**src/sv/flmp_pkg.sv**
```systemverilog
package flmp_pkg;

  localparam int AddrW   = 32;
  localparam int BytesW  = 4;
  localparam int DataW   = 64;
  localparam int TagW    = 16;
  localparam int TimeW   = 64;
  localparam int LatW    = 16;
  localparam int MsizeW  = 17;
  localparam int CfgIdxW = 1;

  localparam int MaxAccessBytes = 8;

  localparam logic [CfgIdxW-1:0] CfgLatency = 1'b0;
  localparam logic [CfgIdxW-1:0] CfgMemSize = 1'b1;

  localparam logic [LatW-1:0]   LatencyRst = 16'd4;
  localparam logic [MsizeW-1:0] MemSizeRst = 17'h10000;

  typedef enum logic [1:0] {
    MODE_TICK  = 2'd0,
    MODE_READ  = 2'd1,
    MODE_WRITE = 2'd2
  } mode_e;

  typedef enum logic [1:0] {
    STS_RD_DONE  = 2'd0,
    STS_RD_FAULT = 2'd1,
    STS_WR_LIMIT = 2'd2,
    STS_Q_DROP   = 2'd3
  } status_e;

  typedef enum logic [2:0] {
    ST_CLEAR,
    ST_IDLE,
    ST_CHECK,
    ST_ACCESS,
    ST_STAGE,
    ST_NEXT,
    ST_FLUSH
  } state_e;

  typedef struct packed {
    logic              is_write;
    logic [AddrW-1:0]  addr;
    logic [BytesW-1:0] bytes;
    logic [DataW-1:0]  data;
    logic [TagW-1:0]   tag;
    logic [TimeW-1:0]  ready_time;
  } q_entry_t;

  typedef struct packed {
    status_e           status;
    logic [AddrW-1:0]  addr;
    logic [BytesW-1:0] bytes;
    logic [DataW-1:0]  data;
    logic [TagW-1:0]   tag;
  } rsp_t;

  typedef struct packed {
    logic clear_step;
    logic in_ready;
    logic enqueue;
    logic tick_inc;
    logic stage_drop;
    logic start_access;
    logic access_step;
    logic stage_head;
    logic pop;
    logic flush;
  } flmp_cmd_t;

  typedef struct packed {
    logic  clear_last;
    logic  in_valid;
    mode_e in_mode;
    logic  q_empty;
    logic  q_full;
    logic  head_ready;
    logic  head_fault;
    logic  head_is_write;
    logic  access_done;
    logic  hold_valid;
    logic  out_free;
  } flmp_sts_t;

endpackage

```
**src/sv/flmp_ctrl.sv**
```systemverilog
module flmp_ctrl import flmp_pkg::*; (
  input  logic      clk_i,
  input  logic      rst_ni,
  input  flmp_sts_t sts_i,
  output flmp_cmd_t cmd_o
);

  state_e state_q, state_d;

  always_ff @(posedge clk_i or negedge rst_ni) begin
    if (!rst_ni) begin
      state_q <= ST_CLEAR;
    end else begin
      state_q <= state_d;
    end
  end

  always_comb begin
    state_d = state_q;
    cmd_o   = '0;
    case (state_q)
      ST_CLEAR: begin
        cmd_o.clear_step = 1'b1;
        if (sts_i.clear_last) begin
          state_d = ST_IDLE;
        end
      end
      ST_IDLE: begin
        cmd_o.in_ready = 1'b1;
        if (sts_i.in_valid) begin
          case (sts_i.in_mode)
            MODE_TICK: begin
              cmd_o.tick_inc = 1'b1;
              state_d        = ST_CHECK;
            end
            MODE_READ, MODE_WRITE: begin
              if (sts_i.q_full) begin
                cmd_o.stage_drop = 1'b1;
                state_d          = ST_FLUSH;
              end else begin
                cmd_o.enqueue = 1'b1;
              end
            end
            default: ;
          endcase
        end
      end
      ST_CHECK: begin
        if (!sts_i.head_ready) begin
          state_d = sts_i.hold_valid ? ST_FLUSH : ST_IDLE;
        end else if (sts_i.head_fault) begin
          state_d = ST_STAGE;
        end else begin
          cmd_o.start_access = 1'b1;
          state_d            = ST_ACCESS;
        end
      end
      ST_ACCESS: begin
        cmd_o.access_step = 1'b1;
        if (sts_i.access_done) begin
          if (sts_i.head_is_write) begin
            cmd_o.pop = 1'b1;
            state_d   = ST_NEXT;
          end else begin
            state_d = ST_STAGE;
          end
        end
      end
      ST_STAGE: begin
        // the held beat moves out first, so wait for room when one is held
        if (!sts_i.hold_valid || sts_i.out_free) begin
          cmd_o.stage_head = 1'b1;
          cmd_o.pop        = 1'b1;
          state_d          = ST_NEXT;
        end
      end
      ST_NEXT: begin
        state_d = ST_CHECK;
      end
      ST_FLUSH: begin
        if (sts_i.out_free) begin
          cmd_o.flush = 1'b1;
          state_d     = ST_IDLE;
        end
      end
      default: begin
        state_d = ST_IDLE;
      end
    endcase
  end

endmodule

```
**config.mk**
```make
export PLATFORM = sky130hd
export DESIGN_NAME = flmp_ctrl
export DESIGN_NICKNAME = d
export VERILOG_FILES = /design/src/sv/flmp_pkg.sv /design/src/sv/flmp_ctrl.sv
export SDC_FILE = /design/constraint.sdc
export NUM_CORES = 1
export LEC_CHECK = 0
export BUFFER_PORTS_ARGS = -buffer_cell sky130_fd_sc_hd__buf_2
export CORE_AREA = 5 5 42 44
export DETAILED_ROUTE_END_ITERATION = 8
export DIE_AREA = 0 0 47 49
export PLACE_DENSITY = 0.56
export SLEW_MARGIN = 30
export SYNTH_ARGS = -nofsm -noshare
export SYNTH_HDL_FRONTEND = slang
export SYNTH_SLANG_ARGS = --single-unit
```
**constraint.sdc**
```tcl
create_clock -name clk_i -period 3.71 [get_ports clk_i]
set_input_delay 0.5565 -clock clk_i [delete_from_list [all_inputs] [get_ports clk_i]]
set_output_delay 0.5565 -clock clk_i [all_outputs]
set_load 0.005 [all_outputs]
```
==> results of run 1 <==
[final cells by class]
type	count	area [um^2]	area share, %
sequential	3	75.1	14.7
inverter	4	15.0	2.95
timing repair buffer	22	110	21.6
multi-input combinational	41	263	51.6
tap	16	20.0	3.93
clock buffer	4	26.3	5.16
[synthesized netlist by cell type]
| master | number | share of area (%) |
|---|---|---|
| sky130_fd_sc_hd__a31o_2 | 1 | 2.4 |
| sky130_fd_sc_hd__o221ai_1 | 1 | 2.4 |
| sky130_fd_sc_hd__nand2b_1 | 3 | 5.2 |
| sky130_fd_sc_hd__dfrtp_1 | 3 | 21 |
| sky130_fd_sc_hd__and4b_1 | 1 | 2.8 |
| sky130_fd_sc_hd__inv_1 | 4 | 4.1 |
| sky130_fd_sc_hd__nand2_1 | 8 | 8.3 |
| sky130_fd_sc_hd__nor3b_1 | 3 | 6.2 |
| sky130_fd_sc_hd__o31ai_1 | 2 | 4.1 |
| sky130_fd_sc_hd__nor3_1 | 2 | 2.8 |
| sky130_fd_sc_hd__a31o_1 | 2 | 4.8 |
| sky130_fd_sc_hd__a21oi_1 | 1 | 1.4 |
| sky130_fd_sc_hd__nor2_1 | 4 | 4.1 |
| sky130_fd_sc_hd__o22ai_1 | 1 | 1.7 |
| sky130_fd_sc_hd__nor2b_1 | 1 | 1.7 |
| sky130_fd_sc_hd__a211oi_1 | 1 | 2.1 |
| sky130_fd_sc_hd__and3_1 | 2 | 3.4 |
| sky130_fd_sc_hd__a2111oi_0 | 1 | 2.4 |
| sky130_fd_sc_hd__ha_1 | 1 | 3.4 |
| sky130_fd_sc_hd__buf_2 | 2 | 2.8 |
| sky130_fd_sc_hd__and2_1 | 1 | 1.7 |
| sky130_fd_sc_hd__o21ai_1 | 1 | 1.4 |
| sky130_fd_sc_hd__o21ai_0 | 2 | 2.8 |
| sky130_fd_sc_hd__mux2_2 | 1 | 3.1 |
| sky130_fd_sc_hd__mux2_4 | 1 | 4.1 |
[worst max-delay path, stage by stage, from the launching register on]
cell,delay (ns)
sky130_fd_sc_hd__dfrtp_1,0.45
sky130_fd_sc_hd__nand2b_1,0.20
sky130_fd_sc_hd__nor2_1,0.20
sky130_fd_sc_hd__nand2_1,0.10
sky130_fd_sc_hd__nor3b_1,0.17
sky130_fd_sc_hd__buf_2,0.14
[per-layer routing]
layer | global-route usage (%) | vias to the layer above | wire (um)
li1 | - | 229 | -
met1 | 12.6 | 203 | 447
met2 | 12.7 | 14 | 492
met3 | 3.32 | 0 | 76
met4 | 2.76 | 0 | 0
met5 | 0 | - | 0
[how the worst max path moves through the flow]
stage          startpoint       end  slack (ns)
6_report       state_q[2]  cmd_o[7]        1.67
5_1_grt        state_q[2]  cmd_o[7]        1.53
4_1_cts        state_q[2]  cmd_o[7]        1.66
3_5_place_dp     sts_i[1]  cmd_o[1]        1.86
3_3_place_gp     sts_i[0]  cmd_o[1]        1.86
2_1_floorplan    sts_i[8]  cmd_o[7]        2.06
[logic make-up after synthesis]
family,after synthesis,share of synthesized area [%]
simple gates,25,36.2
compound gates,13,25.5
buf+inv,6,6.90
flops,3,20.7
mux,2,7.24
fa+ha+maj,1,3.45
[through the flow]
stage	std cells	util (%)	total power, mW	instance area [um^2]	hold slack [ns]
after CTS	90	36.3	0.295	509	0.107
final	90	36.3	0.291	509	0.113
after detailed placement	86	34.5	0.236	483	0.354
after global routing	90	36.3	0.319	509	0.102
after floorplan	50	-	0.184	363	0.261
after global placement	86	34.5	0.234	483	0.354
[report_power, final]
part | total (mW) | switching, mW | internal (mW)
registers | 0.0866 | 0.0388 | 0.0478
logic | 0.148 | 0.0719 | 0.0763
clock network | 0.0560 | 0.0158 | 0.0402
total | 0.291 | 0.126 | 0.164
==> flow_summary.ini, run 1 <==
[route]
routed_wirelength_um = 1020
count_of_tritonroute_iterations_in_the_first_routing_pass = 4
route.vias.total = 446
routed_via_density = 4.96
count_of_antenna_violating_nets_left_after_detailed_routing = 0
post-route-drc-count = 0
drt_iter0_markers = 13
wire_per_inst_um = 11.3

[min_path]
hp-class = in2async

[floorplan]
initial_core_util_pct = 25.9
die-area_um2 = 2300
die_boundary_width_um = 47
die_height_um = 49
placement_rows = 14
boundaryPins = 24
coreArea_um2 = 1400

[timing]
timing.final.crit_share_pct = 55.0
final.setup_skew_ns = 0.00201
fin_ws_ns = 1.67
report.final.hold_viol_count = 0
slew-limit-headroom_pct = 75.9
finalMaxSlewViolations = 0
fmax_ghz = 0.490
setup_viol_count_final = 0
post-route-min-period_ns = 2.04
worst_slew_pin_slew_ns = 0.353
grt_setup_unrepaired = false
setup_tns_ns = 0

[global_routing]
grt-ovfl-total = 0
grt_pass1_wl_um = 1540
number_of_global_route_vias_before_repair = 376
largest_net_degree_at_the_start_of_global_routing = 15
antenna_found_initial = 0
grt.total_usage_pct = 9.02

[cts]
clk_transition_reported_paths_ns = 0.04
clk-insertion-delay-late_ns = 0.23
clock_sink_count = 3
total_cts_buffers = 3
ctsResizeCount = 0
cts_setup_buffers = 0
clock_tree.root_cell = sky130_fd_sc_hd__clkbuf_4
tritoncts = built
cts.path.max_buffers = 2
cts_hold_buf = 0
h-tree-depth = 1

[synthesis]
number_of_storage_elements_in_the_synthesis_netlist = 3
synth.distinct_cells = 25
mappedNetlistArea_um2 = 363
synthCells = 50
synth-seq-area-share_pct = 20.7
yosysWarningCount = 0
per_instance_average_area_after_synthesis_um2 = 7.26
synth.net_count = 65

[place]
pre_cts_slack_ns = 1.86
finalWeightedCongestion = 0.706
place_hpwl_um = 833
buffer_ports.inserted = 22

[setup_path]
crit_path_max_fanout = 8
setup.worst_path.class = reg2out
worst_ep_arrival_time_ns = 1.48
timing.reg2reg.setup_slack_ns = 2.41
worstSetupEndpointType = output port
worst-endpoint-required_ns = 3.15
r2r.worst_path.cells = 4
crit-reg2reg-capture = state_q[0]
r2r-start = state_q[2]
start_kind = register

[layout]
leading_cell_types_in_the_layout_fill_and_taps_excluded = sky130_fd_sc_hd__buf_2, sky130_fd_sc_hd__nand2_1, sky130_fd_sc_hd__inv_1, sky130_fd_sc_hd__nor2_1
area_growth_pct = 40.3
filler_cell_count = 173
insertedDiodeCount = 0
final_net_count = 90
top_regs = state_q x3
largest_register_ffs = 3
final_common_cell = sky130_fd_sc_hd__buf_2
post_route_cells_drive_above_1_share_pct = 37.8
regMostFlops = state_q

[run_status]
run_status = finished clean

[power_and_ir_drop]
power_density_nw_per_um2 = 571
power.ir.vdd_worst_mv = 0.264
leakage_nw = 0.271

[job]
max_cap_violations = 0
No activity file was read; power rests on OpenSTA's default activity.
==> run 2: changes to the inputs <==
Settings changed: PLACE_DENSITY 0.56 to 0.58.
Clock period 3.71 ns to 1.8 ns, I/O delays scaled along.
==> run 2 against run 1 <==
Net effect:
- total power grew 110%
- final area rose by 5.2%
- hold slack improved by 0.25 ns
- sequential share of layout area decreased by 0.49 points
- via count rose by 1.3%
- register-to-register slack worse by 1.9 ns
- global-route usage is 0.70 points higher
- sequential cell count unchanged
- critical path depth did not move
- largest cell class unchanged
- highest routed layer unchanged
==> flow_summary.ini, run 2 (synthesized netlist as in run 1, its figures left out) <==
[power_and_ir_drop]
share_clk_of_total_power_pct = 18.4
p_comb_share_pct = 55.4
power.switching_uw = 265
post-layout-total-power_uw = 625
design_internal_power_uw = 359
power.share.switching_pct = 42.5
seqPwrFrac_pct = 26.2
leakage_nw = 0.280
power_density_nw_per_um2 = 1170
power.ir.vdd_worst_mv = 0.634

[setup_path]
crit_path_max_incr_delay_ns = 0.45
crit_path_cell_trace = nand2b_1 -> nor2_2 -> nand2_1 -> nor3b_1 -> buf_2
start_kind = register
worst_ep_arrival_time_ns = 1.39
setup.worst_path.class = reg2out
timing.reg2reg.setup_slack_ns = 0.51
worst-endpoint-required_ns = 1.53
worstSetupEndpointType = output port
crit_path_max_fanout = 8
worstPathBufferInverterCount = 1
critical-path-top-delay-family = simple AND/OR/NAND/NOR gates
critical_path.slowest_cell = sky130_fd_sc_hd__dfrtp_2

[global_routing]
antenna_found_initial = 0
largest_net_degree_at_the_start_of_global_routing = 15
grt-ovfl-total = 0
grt_pass1_wl_um = 1660
number_of_global_route_vias_before_repair = 399
grt.total_usage_pct = 9.73

[timing]
post-route-min-period_ns = 1.66
fmax_ghz = 0.604
report.final.hold_viol_count = 0
setup_viol_count_final = 0
worst_slew_pin_slew_ns = 0.389
slew-limit-headroom_pct = 74.1
timing.final.crit_share_pct = 92.0
finalMaxSlewViolations = 0
final.setup_skew_ns = 0.000936

[cts]
clock_tree.root_cell = sky130_fd_sc_hd__clkbuf_4
h-tree-depth = 1
clk-insertion-delay-late_ns = 0.23
clock_sink_count = 3
tritoncts = built
total_cts_buffers = 3
clk_transition_reported_paths_ns = 0.04
cts.path.max_buffers = 2

[layout]
regMostFlops = state_q
area_growth_pct = 47.6
post_route_cells_drive_above_1_share_pct = 42.1
largest_register_ffs = 3
final_net_count = 92
post_layout_nonfiller_instances = 92
insertedDiodeCount = 0
final_common_cell = sky130_fd_sc_hd__buf_2
leading_cell_types_in_the_layout_fill_and_taps_excluded = sky130_fd_sc_hd__buf_2, sky130_fd_sc_hd__nand2_1, sky130_fd_sc_hd__inv_1
top_regs = state_q x3
filler_cell_count = 171

[run_status]
run_status = finished clean

[place]
finalWeightedCongestion = 0.744
place_hpwl_um = 835
buffer_ports.inserted = 22
place.detailed.instances = 87

[route]
routed_via_density = 4.91
drt_iter0_markers = 20
routed_wirelength_um = 1020
post-route-drc-count = 0
wire_per_inst_um = 11.1
count_of_tritonroute_iterations_in_the_first_routing_pass = 4
count_of_antenna_violating_nets_left_after_detailed_routing = 0
route.vias.total = 452

[floorplan]
die_boundary_width_um = 47
coreArea_um2 = 1400
placement_rows = 14
initial_core_util_pct = 25.9
die_height_um = 49
die-area_um2 = 2300
boundaryPins = 24

[job]
max_cap_violations = 0

[min_path]
hp-class = in2async
[run 2: area by class of cell]
cell class                 instances  area (um^2)  area share, %
inverter                           4         15.0           2.80
timing repair buffer              24          128           23.8
multi-input combinational         41          270           50.5
clock buffer                       4         26.3           4.91
tap                               16         20.0           3.74
sequential                         3         76.3           14.3
[run 2: power groups by stage]
stage	Combinational [mW]	Clock, mW	Sequential [mW]
finish	0.346	0.115	0.164
global route	0.388	0.134	0.174
CTS	0.344	0.120	0.159
detailed placement	0.340	0	0.159
global placement	0.339	0	0.158
floorplan	0.255	0	0.124
[run 2: worst register-to-register path: cells and delay by family, from the launching register on]
family / cells / cell delay (ns)
AOI/OAI and AO/OA: 2 / 0.51
buffers and inverters: 1 / 0.14
DFF: 1 / 0.45
and+or+nand+nor: 1 / 0.06
[run 2: worst paths after layout]
| kind | end | depth (start not counted) | start |
|---|---|---|---|
| worst max-delay path | cmd_o[7] | 5 | state_q[2] |
| worst min-delay path | state_q[0] | 2 | rst_ni |
| worst max register to register | state_q[0] | 4 | state_q[2] |
| worst min register to register | state_q[1] | 2 | state_q[2] |
| max in group asynchronous | state_q[2] | 2 | rst_ni |
| min in group clk_i | state_q[0] | 4 | sts_i[10] |
[run 2: metal layers]
metal  GRT usage, %  vias up  wire length, um  share of wire (%)
li1               -      231                -                  -
met1           12.3      205              429                 42
met2           14.3       16              502                 49
met3           4.80        0               93                9.1
met4           2.76        0                0                  0
met5              0        -                0                  0
[run 2: timing repair]
item / CTS / global route
endpoints found under the setup margin: 0 / 2
resized for setup: 0 / 3
hold buffers: 1 / 0
endpoints found under the hold margin: 3 / 0
buffers inserted: 0 / 0
[run 2: stage by stage]
stage                     instance area (um^2)  utilization (%)  hold WS (ns)  setup TNS [ns]  setup WS [ns]
after floorplan                            363                -       -0.0256               0          0.448
after global placement                     490             35.0        0.0669               0          0.297
after detailed placement                   490             35.0        0.0685               0          0.312
after CTS                                  527             37.6         0.365               0         0.0610
after global routing                       536             38.2         0.367        -0.00226       -0.00226
final                                      536             38.2         0.368               0          0.144
==> run 3: changes to the inputs <==
Settings changed: CORE_AREA 5 5 42 44 to 2 2 39 41, DIE_AREA 0 0 47 49 to 0 0 41 43.
==> run 3 against run 2 <==
Net effect:
- final cell count rose by 3.3%
- wire length fell by 1.7%
- critical path depth did not move
- via count rose by 5.1%
- die area fell by 23%
- clock power barely moved
- sequential power fell by 4%
- final area rose by 4.2%
- count of clock-buffer cells in the layout did not move
- combinational power rose by 17%
- total power rose by 9.0%
- first-iteration DRC count fell by 90%
==> flow_summary.ini, run 3 (synthesized netlist as in run 1, its figures left out) <==
[setup_path]
worstPathBufferInverterCount = 2
r2r-start = state_q[2]
worstSetupEndpointType = output port
worst_ep_arrival_time_ns = 1.38
timing.reg2reg.setup_slack_ns = 0.45
crit_path_max_fanout = 8
critical-path-top-delay-family = simple AND/OR/NAND/NOR gates
crit_path_max_incr_delay_ns = 0.41
setup.worst_path.class = reg2out
instance_count_on_the_critical_path = 5
crit-reg2reg-capture = state_q[0]
r2r.worst_path.cells = 5
worst-endpoint-required_ns = 1.53
start_kind = register
critical_path.slowest_cell = sky130_fd_sc_hd__dfrtp_1
crit_path_cell_trace = buf_4 -> nor2_1 -> nand2_1 -> nor3b_1 -> buf_2

[layout]
largest_register_ffs = 3
post_layout_nonfiller_instances = 95
filler_cell_count = 139
insertedDiodeCount = 0
top_regs = state_q x3
final_net_count = 95
area_growth_pct = 53.8
regMostFlops = state_q
leading_cell_types_in_the_layout_fill_and_taps_excluded = sky130_fd_sc_hd__buf_2, sky130_fd_sc_hd__nand2_1, sky130_fd_sc_hd__inv_1, sky130_fd_sc_hd__buf_4
final_util_pct = 40.3
final_common_cell = sky130_fd_sc_hd__buf_2
post_route_cells_drive_above_1_share_pct = 44.3
fin_area_um2 = 558

[cts]
h-tree-depth = 1
total_cts_buffers = 3
clock_sink_count = 3
tritoncts = built
clk-insertion-delay-late_ns = 0.23
clock_tree.root_cell = sky130_fd_sc_hd__clkbuf_4
clk_transition_reported_paths_ns = 0.03
cts.path.max_buffers = 2

[place]
placed_cell_area_um2 = 490
place.detailed.instances = 87
pre_cts_slack_ns = 0.312
finalWeightedCongestion = 0.743
place_hpwl_um = 774
buffer_ports.inserted = 22

[timing]
setup_viol_count_final = 0
fin_ws_ns = 0.149
grt_setup_unrepaired = false
final.setup_skew_ns = 0.000181
timing.final.crit_share_pct = 91.7
setup_tns_ns = 0
post-route-min-period_ns = 1.65
fmax_ghz = 0.606
worst_slew_pin_slew_ns = 0.404
slew-limit-headroom_pct = 73.1
fin_hold_ws_ns = 0.360
report.final.hold_viol_count = 0
finalMaxSlewViolations = 0

[global_routing]
use_met2_pct = 20.0
grt.met1_usage_pct = 17.7
grt_pass1_wl_um = 1670
grt.total_usage_pct = 13.8
groute.layer.met3.usage_pct = 3.14
antenna_found_initial = 0
grt-ovfl-total = 0
top_usage_layer = met2
largest_net_degree_at_the_start_of_global_routing = 15
number_of_global_route_vias_before_repair = 425

[power_and_ir_drop]
power.switching_uw = 283
p_comb_share_pct = 59.6
power.share.switching_pct = 41.6
share_clk_of_total_power_pct = 17.2
post-layout-total-power_uw = 681
leakage_nw = 0.295
seqPwrFrac_pct = 23.2
power.ir.vdd_worst_mv = 0.469
design_internal_power_uw = 398
power_density_nw_per_um2 = 1220

[route]
post-route-drc-count = 0
wire_per_inst_um = 10.6
routed_via_density = 5.00
routed_wirelength_um = 1010
count_of_antenna_violating_nets_left_after_detailed_routing = 0
drt_iter0_markers = 2
count_of_tritonroute_iterations_in_the_first_routing_pass = 4
route.vias.total = 475

[floorplan]
initial_core_util_pct = 26.2
boundaryPins = 24
die_boundary_width_um = 41
die_height_um = 43
die-area_um2 = 1760
coreArea_um2 = 1380
placement_rows = 14

[run_status]
run_status = finished clean

[min_path]
hp-class = in2async

[job]
max_cap_violations = 0
-- run 3: cell count changes in the layout (fill, tap and decap cells not counted) --
cell                    change
sky130_fd_sc_hd__buf_4      +3
-- run 3: worst max-delay path by stage --
stage               startpoint  endpoint
floorplan           state_q[2]  cmd_o[7]
global placement    state_q[2]  cmd_o[7]
detailed placement  state_q[2]  cmd_o[7]
CTS                 state_q[2]  cmd_o[7]
global route        state_q[2]  cmd_o[7]
finish              state_q[0]  cmd_o[4]
-- run 3: layer usage --
metal | up-vias | share of wire [%]
met2 | 17 | 46
met5 | - | 0
li1 | 240 | -
met1 | 216 | 47
met4 | 0 | 0.79
met3 | 2 | 6.3
-- run 3: worst register-to-register path: stages, from the launching register on --
cell                        delay (ns)
sky130_fd_sc_hd__dfrtp_2          0.42
sky130_fd_sc_hd__buf_4            0.14
sky130_fd_sc_hd__inv_1            0.10
sky130_fd_sc_hd__nor2_1           0.06
sky130_fd_sc_hd__a2111oi_0        0.37
sky130_fd_sc_hd__o31ai_1          0.14
-- run 3: cell type report --
type | instances | area, um^2 | share of cell area, %
Clock buffer | 4 | 26.3 | 4.71
Inverter | 4 | 15.0 | 2.69
Multi-Input combinational cell | 41 | 270 | 48.4
Sequential cell | 3 | 76.3 | 13.7
Tap cell | 16 | 20.0 | 3.59
Timing Repair Buffer | 27 | 150 | 26.9
-- run 3: power groups by stage --
stage               sequential, mW  clock, mW  combinational (mW)
finish                       0.158      0.117               0.406
global route                 0.164      0.132               0.460
CTS                          0.160      0.123               0.343
detailed placement           0.161          0               0.339
global placement             0.161          0               0.337
floorplan                    0.124          0               0.255
-- run 3: what timing repair did --
action                                 in CTS  in global routing
resized for setup                           0                  3
setup buffers                               0                  3
setup endpoints to repair                   0                  2
hold buffers                                1                  0
endpoints found under the hold margin       3                  0
